<file path="src/rtl/bgcd_pkg.sv">
// Shared types and constants for the binary GCD block.
// No dependencies; used by every other file of the block.
package bgcd_pkg;

	localparam int WIDTH   = 32;
	localparam int STEPS   = 2 * WIDTH;
	localparam int CNT_W   = $clog2(STEPS + 1);

	typedef logic [WIDTH-1:0] word_t;
	typedef logic [CNT_W-1:0] cnt_t;

	typedef struct packed {
		logic load;      // take a new pair of operands
		logic step;      // one Stein iteration
		logic load_out;  // capture the shifted result
	} cmd_t;

	typedef struct packed {
		logic finish;    // operands equal, one zero, or step bound reached
	} status_t;

endpackage

</file>
<file path="src/rtl/bgcd_in_if.sv">
// Request channel carrying the two operands.
// Depends on bgcd_pkg.
interface bgcd_in_if;
	logic               valid;
	logic               ready;
	bgcd_pkg::word_t    first_operand;
	bgcd_pkg::word_t    second_operand;

	modport source (output valid, output first_operand, output second_operand, input ready);
	modport sink   (input valid, input first_operand, input second_operand, output ready);
endinterface

</file>
<file path="src/rtl/bgcd_out_if.sv">
// Result channel carrying the divisor.
// Depends on bgcd_pkg.
interface bgcd_out_if;
	logic               valid;
	logic               ready;
	bgcd_pkg::word_t    divisor;

	modport source (output valid, output divisor, input ready);
	modport sink   (input valid, input divisor, output ready);
endinterface

</file>
<file path="src/rtl/bgcd_dp.sv">
// Datapath: operand registers, shared-twos count, step counter, result register.
// Depends on bgcd_pkg; driven by bgcd_ctrl through cmd_t / status_t.
module bgcd_dp (
	input  logic                clk,
	input  bgcd_pkg::cmd_t      cmd,
	input  bgcd_pkg::word_t     first_operand,
	input  bgcd_pkg::word_t     second_operand,
	output bgcd_pkg::status_t   status,
	output bgcd_pkg::word_t     divisor
);

	bgcd_pkg::word_t a_q, b_q, res_q, diff, base;
	bgcd_pkg::cnt_t  sh_q, it_q;
	logic            a_gt_b;

	assign a_gt_b = a_q > b_q;
	assign diff   = a_gt_b ? (a_q - b_q) : (b_q - a_q);
	assign base   = (a_q == '0) ? b_q : a_q;

	assign status.finish = (a_q == b_q) || (a_q == '0) || (b_q == '0) ||
		(it_q == bgcd_pkg::CNT_W'(bgcd_pkg::STEPS));
	assign divisor = res_q;

	always_ff @(posedge clk) begin
		if (cmd.load) begin
			a_q  <= first_operand;
			b_q  <= second_operand;
			sh_q <= '0;
			it_q <= '0;
		end else if (cmd.step) begin
			it_q <= it_q + 1'b1;
			if (!a_q[0]) begin
				if (!b_q[0]) begin
					b_q  <= b_q >> 1;
					sh_q <= sh_q + 1'b1;
				end
				a_q <= a_q >> 1;
			end else if (!b_q[0]) begin
				b_q <= b_q >> 1;
			end else if (a_gt_b) begin
				a_q <= diff >> 1;
			end else begin
				b_q <= diff >> 1;
			end
		end
		if (cmd.load_out) begin
			res_q <= base << sh_q;
		end
	end

endmodule

</file>
<file path="src/rtl/bgcd_ctrl.sv">
// Controller: sequences load, iteration and result hand-off.
// Depends on bgcd_pkg; commands bgcd_dp.
module bgcd_ctrl (
	input  logic                clk,
	input  logic                arst_n,
	input  logic                in_valid,
	output logic                in_ready,
	output logic                out_valid,
	input  logic                out_ready,
	input  bgcd_pkg::status_t   status,
	output bgcd_pkg::cmd_t      cmd
);

	localparam logic [1:0] ST_IDLE = 2'd0;
	localparam logic [1:0] ST_RUN  = 2'd1;
	localparam logic [1:0] ST_HOLD = 2'd2;

	logic [1:0] state_q, state_d;
	logic       out_valid_q, out_free;

	assign out_free  = !out_valid_q || out_ready;
	assign in_ready  = (state_q == ST_IDLE);
	assign out_valid = out_valid_q;

	always_comb begin
		state_d      = state_q;
		cmd.load     = 1'b0;
		cmd.step     = 1'b0;
		cmd.load_out = 1'b0;
		unique case (state_q)
			ST_IDLE: begin
				if (in_valid) begin
					cmd.load = 1'b1;
					state_d  = ST_RUN;
				end
			end
			ST_RUN: begin
				if (!status.finish) begin
					cmd.step = 1'b1;
				end else if (out_free) begin
					cmd.load_out = 1'b1;
					state_d      = ST_IDLE;
				end else begin
					state_d = ST_HOLD;
				end
			end
			ST_HOLD: begin
				if (out_free) begin
					cmd.load_out = 1'b1;
					state_d      = ST_IDLE;
				end
			end
			default: begin
				state_d = ST_IDLE;
			end
		endcase
	end

	always_ff @(posedge clk or negedge arst_n) begin
		if (!arst_n) begin
			state_q     <= ST_IDLE;
			out_valid_q <= 1'b0;
		end else begin
			state_q <= state_d;
			if (cmd.load_out) begin
				out_valid_q <= 1'b1;
			end else if (out_ready) begin
				out_valid_q <= 1'b0;
			end
		end
	end

endmodule

</file>
<file path="src/rtl/binary_gcd.sv">
// Binary GCD (Stein) top level: controller plus datapath.
// Depends on bgcd_pkg, bgcd_in_if, bgcd_out_if, bgcd_ctrl, bgcd_dp.
//
// operands: request channel with first_operand and second_operand, valid/ready.
// result:   result channel with divisor, valid/ready; one result per request.
// A request is taken only when the previous one has left the iteration loop.
// Sequence: a load, then the Stein iterations (at most 2*WIDTH,
// 64 for 32-bit operands), then a shift of the shared factors
// of two back into the output register. The iteration count depends on the
// operands; only one request is in the iteration loop at a time.
// The output register frees the iteration loop: a finished result waits
// there while the next request is loaded and iterated.
// If the receiver stalls with a result still held and another one finished,
// the block waits with operands ready held low until the register frees.
// gcd(0,0) is 0 and gcd(x,0) is x.
// Reset (arst_n low) clears the output valid flag and returns to idle;
// no memory, no clearing pass.
module binary_gcd (
	input  logic       clk,
	input  logic       arst_n,
	bgcd_in_if.sink    operands,
	bgcd_out_if.source result
);

	bgcd_pkg::cmd_t    cmd;
	bgcd_pkg::status_t status;

	bgcd_ctrl u_ctrl (
		.clk       (clk),
		.arst_n    (arst_n),
		.in_valid  (operands.valid),
		.in_ready  (operands.ready),
		.out_valid (result.valid),
		.out_ready (result.ready),
		.status    (status),
		.cmd       (cmd)
	);

	bgcd_dp u_dp (
		.clk            (clk),
		.cmd            (cmd),
		.first_operand  (operands.first_operand),
		.second_operand (operands.second_operand),
		.status         (status),
		.divisor        (result.divisor)
	);

endmodule

</file>
<file path="src/flat_wrapper.sv">
// flat-port wrapper written by rule: the top's interface ports become plain ports
module binary_gcd_flat 
  (clk, arst_n, operands_valid, operands_first_operand, operands_second_operand, operands_ready, result_valid, result_divisor, result_ready);
  bgcd_in_if operands_i ();
  bgcd_out_if result_i ();
  input  logic clk;
  input  logic arst_n;
  input wire logic [$bits(operands_i.valid)-1:0] operands_valid;
  input wire logic [$bits(operands_i.first_operand)-1:0] operands_first_operand;
  input wire logic [$bits(operands_i.second_operand)-1:0] operands_second_operand;
  output wire logic [$bits(operands_i.ready)-1:0] operands_ready;
  output wire logic [$bits(result_i.valid)-1:0] result_valid;
  output wire logic [$bits(result_i.divisor)-1:0] result_divisor;
  input wire logic [$bits(result_i.ready)-1:0] result_ready;
  assign operands_i.valid = operands_valid;
  assign operands_i.first_operand = operands_first_operand;
  assign operands_i.second_operand = operands_second_operand;
  assign operands_ready = operands_i.ready;
  assign result_valid = result_i.valid;
  assign result_divisor = result_i.divisor;
  assign result_i.ready = result_ready;
  binary_gcd u_core (.clk(clk), .arst_n(arst_n), .operands(operands_i), .result(result_i));
endmodule
</file>
<file path="config.mk">
export PLATFORM = sky130hd
export DESIGN_NAME = binary_gcd_flat
export DESIGN_NICKNAME = d
export VERILOG_FILES = /design/src/rtl/bgcd_pkg.sv /design/src/rtl/bgcd_in_if.sv /design/src/rtl/bgcd_out_if.sv /design/src/rtl/bgcd_dp.sv /design/src/rtl/bgcd_ctrl.sv /design/src/rtl/binary_gcd.sv /design/src/flat_wrapper.sv
export SDC_FILE = /design/constraint.sdc
export NUM_CORES = 1
export LEC_CHECK = 0
export ABC_AREA = 0
export BUFFER_PORTS_ARGS = -buffer_cell sky130_fd_sc_hd__buf_2
export CORE_MARGIN = 2
export CORE_UTILIZATION = 25
export CTS_CLUSTER_DIAMETER = 30
export DETAILED_ROUTE_END_ITERATION = 12
export HOLD_SLACK_MARGIN = 0.1
export PLACE_DENSITY = 0.5
export SLEW_MARGIN = 5
export SYNTH_ARGS = -nofsm -noshare
export SYNTH_HDL_FRONTEND = slang
export SYNTH_SLANG_ARGS = --single-unit
</file>
<file path="constraint.sdc">
create_clock -name clk -period 6.4 [get_ports clk]
set_input_delay 0.96 -clock clk [delete_from_list [all_inputs] [get_ports clk]]
set_output_delay 0.96 -clock clk [all_outputs]
set_load 0.01 [all_outputs]
</file>
* Word-level counts from Yosys, hierarchy flattened
Index checks and enable logic that the tools add are counted.
** Operators by class
- Add/sub/neg operators :: 4
- $lt $le $gt $ge :: 1
- Equal/unequal tests :: 11
- Shift-type cells :: 1
- Mux-type cells :: 27
- Bitwise gates (word level) :: 2
- Reductions and logical operators :: 14
** Operators with widths (number)
- 32-bit two-way mux :: 13
- 32-bit zero test :: 2
- 32-bit subtractor :: 2
- 32-bit == test :: 1
- 32-bit greater-than comparator :: 1
- 32-bit by 7-bit left shift with 32-bit output :: 1
- 7-bit by 1-bit adder with 7-bit output, second input constant :: 2
- 3-bit AND reduction :: 4
- 1-bit two-way mux :: 8
- 2-bit two-way mux :: 4
- 7-bit == test, second input constant :: 1
- 2-bit inequality test, second input constant :: 3
- 3-bit by 1-bit inequality test with 1-bit output, second input constant :: 2
- 3-bit by 2-bit inequality test with 1-bit output, second input constant :: 2
- 2-bit one-hot mux with 3 select lines :: 1
- 1-bit logical OR :: 4
- 2-bit nonzero test :: 2
- 2-bit by 1-bit == test with 1-bit output, second input constant :: 1
- 2-bit == test, second input constant :: 1
- 2-bit zero test :: 1
- 1-bit NOT :: 2
- 1-bit one-hot mux with 2 select lines :: 1
- 1-bit zero test :: 1
** Storage, ports and cells
- Flip-flop bits (word level) :: 113
- Input port bits :: 68
- Output and inout port bits :: 34

* Depth between registers and ports, before layout
- Depth in word-level cells :: 8
- Mapped depth :: 15

* Modules after synthesis
A second synthesis with hierarchy kept.
** Unflattened totals
- Cells, all modules :: 1352
- Area total of the unflattened synthesis :: 10900.5 um^2
** Modules (own cells, without submodules)
- bgcd_dp :: instances 1, cells an instance 1330, area an instance 10649.0 um^2, sequential area each 3163.0 um^2
- bgcd_ctrl :: instances 1, cells an instance 22, area an instance 251.5 um^2, sequential area each 75.1 um^2

* Worst setup path before layout
Ideal clock, no wire load.
- Path type :: register to register
- Start point :: reg u_core.u_dp.a_q[0]
- End point :: reg u_core.u_dp.a_q[10] (enable)
- Arrival time :: 5434 ps
- Slack :: 500 ps
- Stages on the path, launching flop included :: 15
- Path buffers :: 2
- Cells stage by stage :: edfxtp_1 clkbuf_1 clkinv_1 clkbuf_1 ha_1 fa_1 nand2b_1 a21oi_1 nor2_1 o31ai_1 a211o_1 a21oi_1 o21ai_0 a21oi_1 o31ai_1
** Between the ends
- Word-level cells in the longest chain between the ends :: 8
- Elaborated cells between the ends (all ways) :: 12
- Those cells by class :: 1 x order compare; 3 x eq/ne; 2 x mux; 6 x reduce/logical
** Ends and longest elaborated chain
- start: declaration :: line bgcd_dp.sv:12 : bgcd_pkg::word_t a_q, b_q, res_q, diff, base;
- start signal: assignment :: line bgcd_dp.sv:26 : a_q <= first_operand;
- start signal: assignment :: line bgcd_dp.sv:37 : a_q <= a_q >> 1;
- start signal: assignment :: line bgcd_dp.sv:41 : a_q <= diff >> 1;
- branches (longest 7 deep; another with 32-bit greater-than comparator)
- 3-bit AND reduction (no source line) (*)
Every way passes the cells marked *.
A chain may end at the register's enable or synchronous reset.

* Worst setup path after layout
- Start point :: reg u_core.u_dp.a_q[0]
- End point :: reg u_core.u_dp.b_q[6] (enable)
** Between the ends
- Word-level cells in the longest chain between the ends :: 8
- Elaborated cells between the ends (all ways) :: 12
- Those cells by class :: 1 x order compare; 3 x eq/ne; 2 x mux; 6 x reduce/logical
** Ends and longest elaborated chain
- branches (longest 7 deep; another with 32-bit greater-than comparator)
- 3-bit AND reduction (no source line) (*)
- end signal: assignment :: line bgcd_dp.sv:34 : b_q <= b_q >> 1;
- end signal: assignment :: line bgcd_dp.sv:39 : b_q <= b_q >> 1;
- end signal: assignment :: line bgcd_dp.sv:43 : b_q <= diff >> 1;
- end: declaration :: line bgcd_dp.sv:12
Marks and branches as above.

==> results.sh <==
export IMPL_status="completed"
export IMPL_die_w_microns=215
export IMPL_drv_cap=0
export IMPL_synth_area_top_cells="edfxtp_1, ha_1, nor2_1"
export IMPL_cts_sinks=113
export IMPL_drt_first_iter_violations=1046
export IMPL_die_height_microns=215
export IMPL_hold_viol_final=0
export IMPL_worstPathArrival_ns=4.77
export IMPL_cp_max_fo=27
export IMPL_critPathKind="reg -> reg"
export IMPL_synth_main_ff_cell="edfxtp_1"
export IMPL_cts_tree="done"
export IMPL_seq_area_frac_synth=0.291
export IMPL_whs_ns=0.315
export IMPL_grt_antenna_before_repair=0
export IMPL_dr_total_vias=10819
export IMPL_drc=0
export IMPL_reg2reg_to="u_core.u_dp.b_q[6]"
export IMPL_synth_seq_cells=113
export IMPL_setup_viol=0
export IMPL_slew_headroom=0.463
export IMPL_fmax_ghz=0.213
export IMPL_ys_top_cells_by_count="nor2_1, a21oi_1, edfxtp_1"
export IMPL_io_buffers=101
export IMPL_drive_above_1_share=0.138
export IMPL_rsz0062_at_grt="false"
export IMPL_cts_root_buf="clkbuf_16"
export IMPL_htree_num_levels=4
export IMPL_ios=102
export IMPL_period_minus_slack_ns=4.69
export IMPL_postSynthCellCount=1362
export IMPL_synth_top_area_cell="edfxtp_1"
export IMPL_startpoint_type="register"
export IMPL_cts_max_path_buffers=2
export IMPL_synth_most_common_cell="nor2_1"
export IMPL_grt_use_met3=0.0282
export IMPL_core_area_sq_mm=0.0440
export IMPL_synth_edf_count=96
export IMPL_syn_nets=1502
export IMPL_grtUsageMet1=0.246
export IMPL_synth_warnings=0
export IMPL_r2r_cells=14
export IMPL_viasPerCell=5.38
export IMPL_top_usage_layer="met2"
export IMPL_worst_slew_pin_slew_ns=0.806
export IMPL_wl_per_cell_microns=20.5
export IMPL_first_pass_iters=5
export IMPL_cts_resized=0
export IMPL_finalSetupTns_ns=0
export IMPL_syn_to_final_growth_pct=14.5
export IMPL_grt_max_degree=73
export IMPL_end_kind="register"
export IMPL_use_met2=0.279
export IMPL_fp_row_count=77
export IMPL_hold_buffers=0
export IMPL_syn_area_sq_mm=0.0111
export IMPL_r2r_start="u_core.u_dp.a_q[0]"
export IMPL_grt_total_usage=0.176
export IMPL_grt_ovfl_total=0
export IMPL_cts_buffers=17
export IMPL_grt_pass1_vias=10387
export IMPL_period_share=0.733
export IMPL_final_max_slew_violation_count=0
export IMPL_cts_post_setup_buffers_inserted=0
export IMPL_place_congestion=0.932
export IMPL_finalClockSkew_ns=0.0155
export IMPL_hold_class="in -> async"
export IMPL_ys_async_sr_fraction=0.0265
export IMPL_start_util=0.252
export IMPL_syn_avg_cell_area_sq_um=8.16
export IMPL_antenna_left=0
export IMPL_hpwl_microns=31900
export IMPL_clk_pin_slew_ns=0.06
export IMPL_synth_distinct_cells=83
export IMPL_grt_pass1_wl_microns=63300
export IMPL_worstPathRequired_ns=6.48
export IMPL_clock_latency_ns=0.44
export IMPL_die_area_sq_mm=0.0462
export IMPL_final_net_count=1545
export IMPL_synth_top_area_frac=0.259
export IMPL_wl_microns=41200
export IMPL_rrSetupSlack_ns=1.71
export IMPL_antenna_cells=0
-- flip-flops by register name (all words and copies together) (netlist names) --
register	flops
u_core.u_dp.it_q	7
u_core.u_dp.a_q	32
u_core.u_ctrl.out_valid	1
u_core.u_dp.divisor	32
u_core.u_dp.b_q	32
u_core.u_dp.sh_q	7
u_core.u_ctrl.state_q	2
-- metrics by stage --
stage	cells	util	setup slack, ns	instance area, sq um
final	2010	0.289	1.71	12700
after detailed placement	1978	0.275	1.73	12100
after global placement	1978	0.275	1.89	12100
after floorplan	1362	-	0.500	11100
after CTS	2010	0.289	1.71	12700
after global routing	2010	0.289	1.40	12700
-- final cells by class --
type                            count  area, sq um
Clock inverter                     14          181
Clock buffer                       18          429
Inverter                           86          323
Multi-Input combinational cell   1073         7200
Fill cell                        4752        31300
Timing Repair Buffer              114          603
Sequential cell                   113         3240
Tap cell                          592          741
-- cell families (layout without fill, tap and decap cells) --
| group | Yosys count | in the layout | synth area share |
|---|---|---|---|
| flops | 113 | 113 | 0.291 |
| mux | 50 | 50 | 0.0549 |
| simple gates | 453 | 453 | 0.197 |
| xor+xnor | 62 | 62 | 0.0489 |
| fa+ha+maj | 72 | 72 | 0.0824 |
| compound gates | 436 | 436 | 0.263 |
| buf+inv | 176 | 232 | 0.0627 |
-- routing by layer --
metal | wire length, microns | vias to the layer above
met1 | 19000 | 5215
li1 | - | 5131
met5 | 0 | -
met3 | 2680 | 54
met4 | 946 | 0
met2 | 18500 | 419
-- critical path: stages (launching register included) --
cell and delay [ns]:
edfxtp_1 0.64, clkinv_1 0.11, buf_4 0.32, ha_1 0.29, fa_1 0.21, nand2b_1 0.15
a21oi_1 0.10, nor2_1 0.22, o31ai_1 0.16, a211o_1 0.39, a21oi_1 0.39, o21ai_0 0.17
a311o_1 0.39, nand2_1 0.32, buf_4 0.45
-- cells in the final DEF (no fill, tap or decap), types with 10 or more instances in the layout --
master     instances
nand3_1           26
a221oi_1          44
a21o_1            39
o21ai_0           78
xnor2_1           43
ha_1              70
nand4_1           14
a211oi_1          21
and3_1            10
nor2_1           196
mux2i_1           34
o31ai_1           11
o21a_1            11
nand2_1           80
xor2_1            19
inv_1             82
buf_2            101
a31oi_1           19
buf_4             13
dfxtp_1           12
nor3_1            35
edfxtp_1          96
nor2b_1           14
nand2b_1          15
a21oi_1          120
clkbuf_16         17
nor4_1            13
o211ai_1          10
-- worst max path at each step --
stage / to / slack (ns) / startpoint
final: u_core.u_dp.b_q[6] / 1.71 / u_core.u_dp.a_q[0]
after global routing: u_core.u_dp.b_q[6] / 1.40 / u_core.u_dp.a_q[0]
after global placement: u_core.u_dp.b_q[1] / 1.89 / u_core.u_dp.a_q[0]
after floorplan: u_core.u_dp.a_q[10] / 0.50 / u_core.u_dp.a_q[0]
after CTS: u_core.u_dp.b_q[6] / 1.71 / u_core.u_dp.a_q[0]
after detailed placement: u_core.u_dp.b_q[1] / 1.73 / u_core.u_dp.a_q[0]
Power is not shown: default switching activity piles up to over one toggle a cycle in this logic, so the estimate is an artifact.
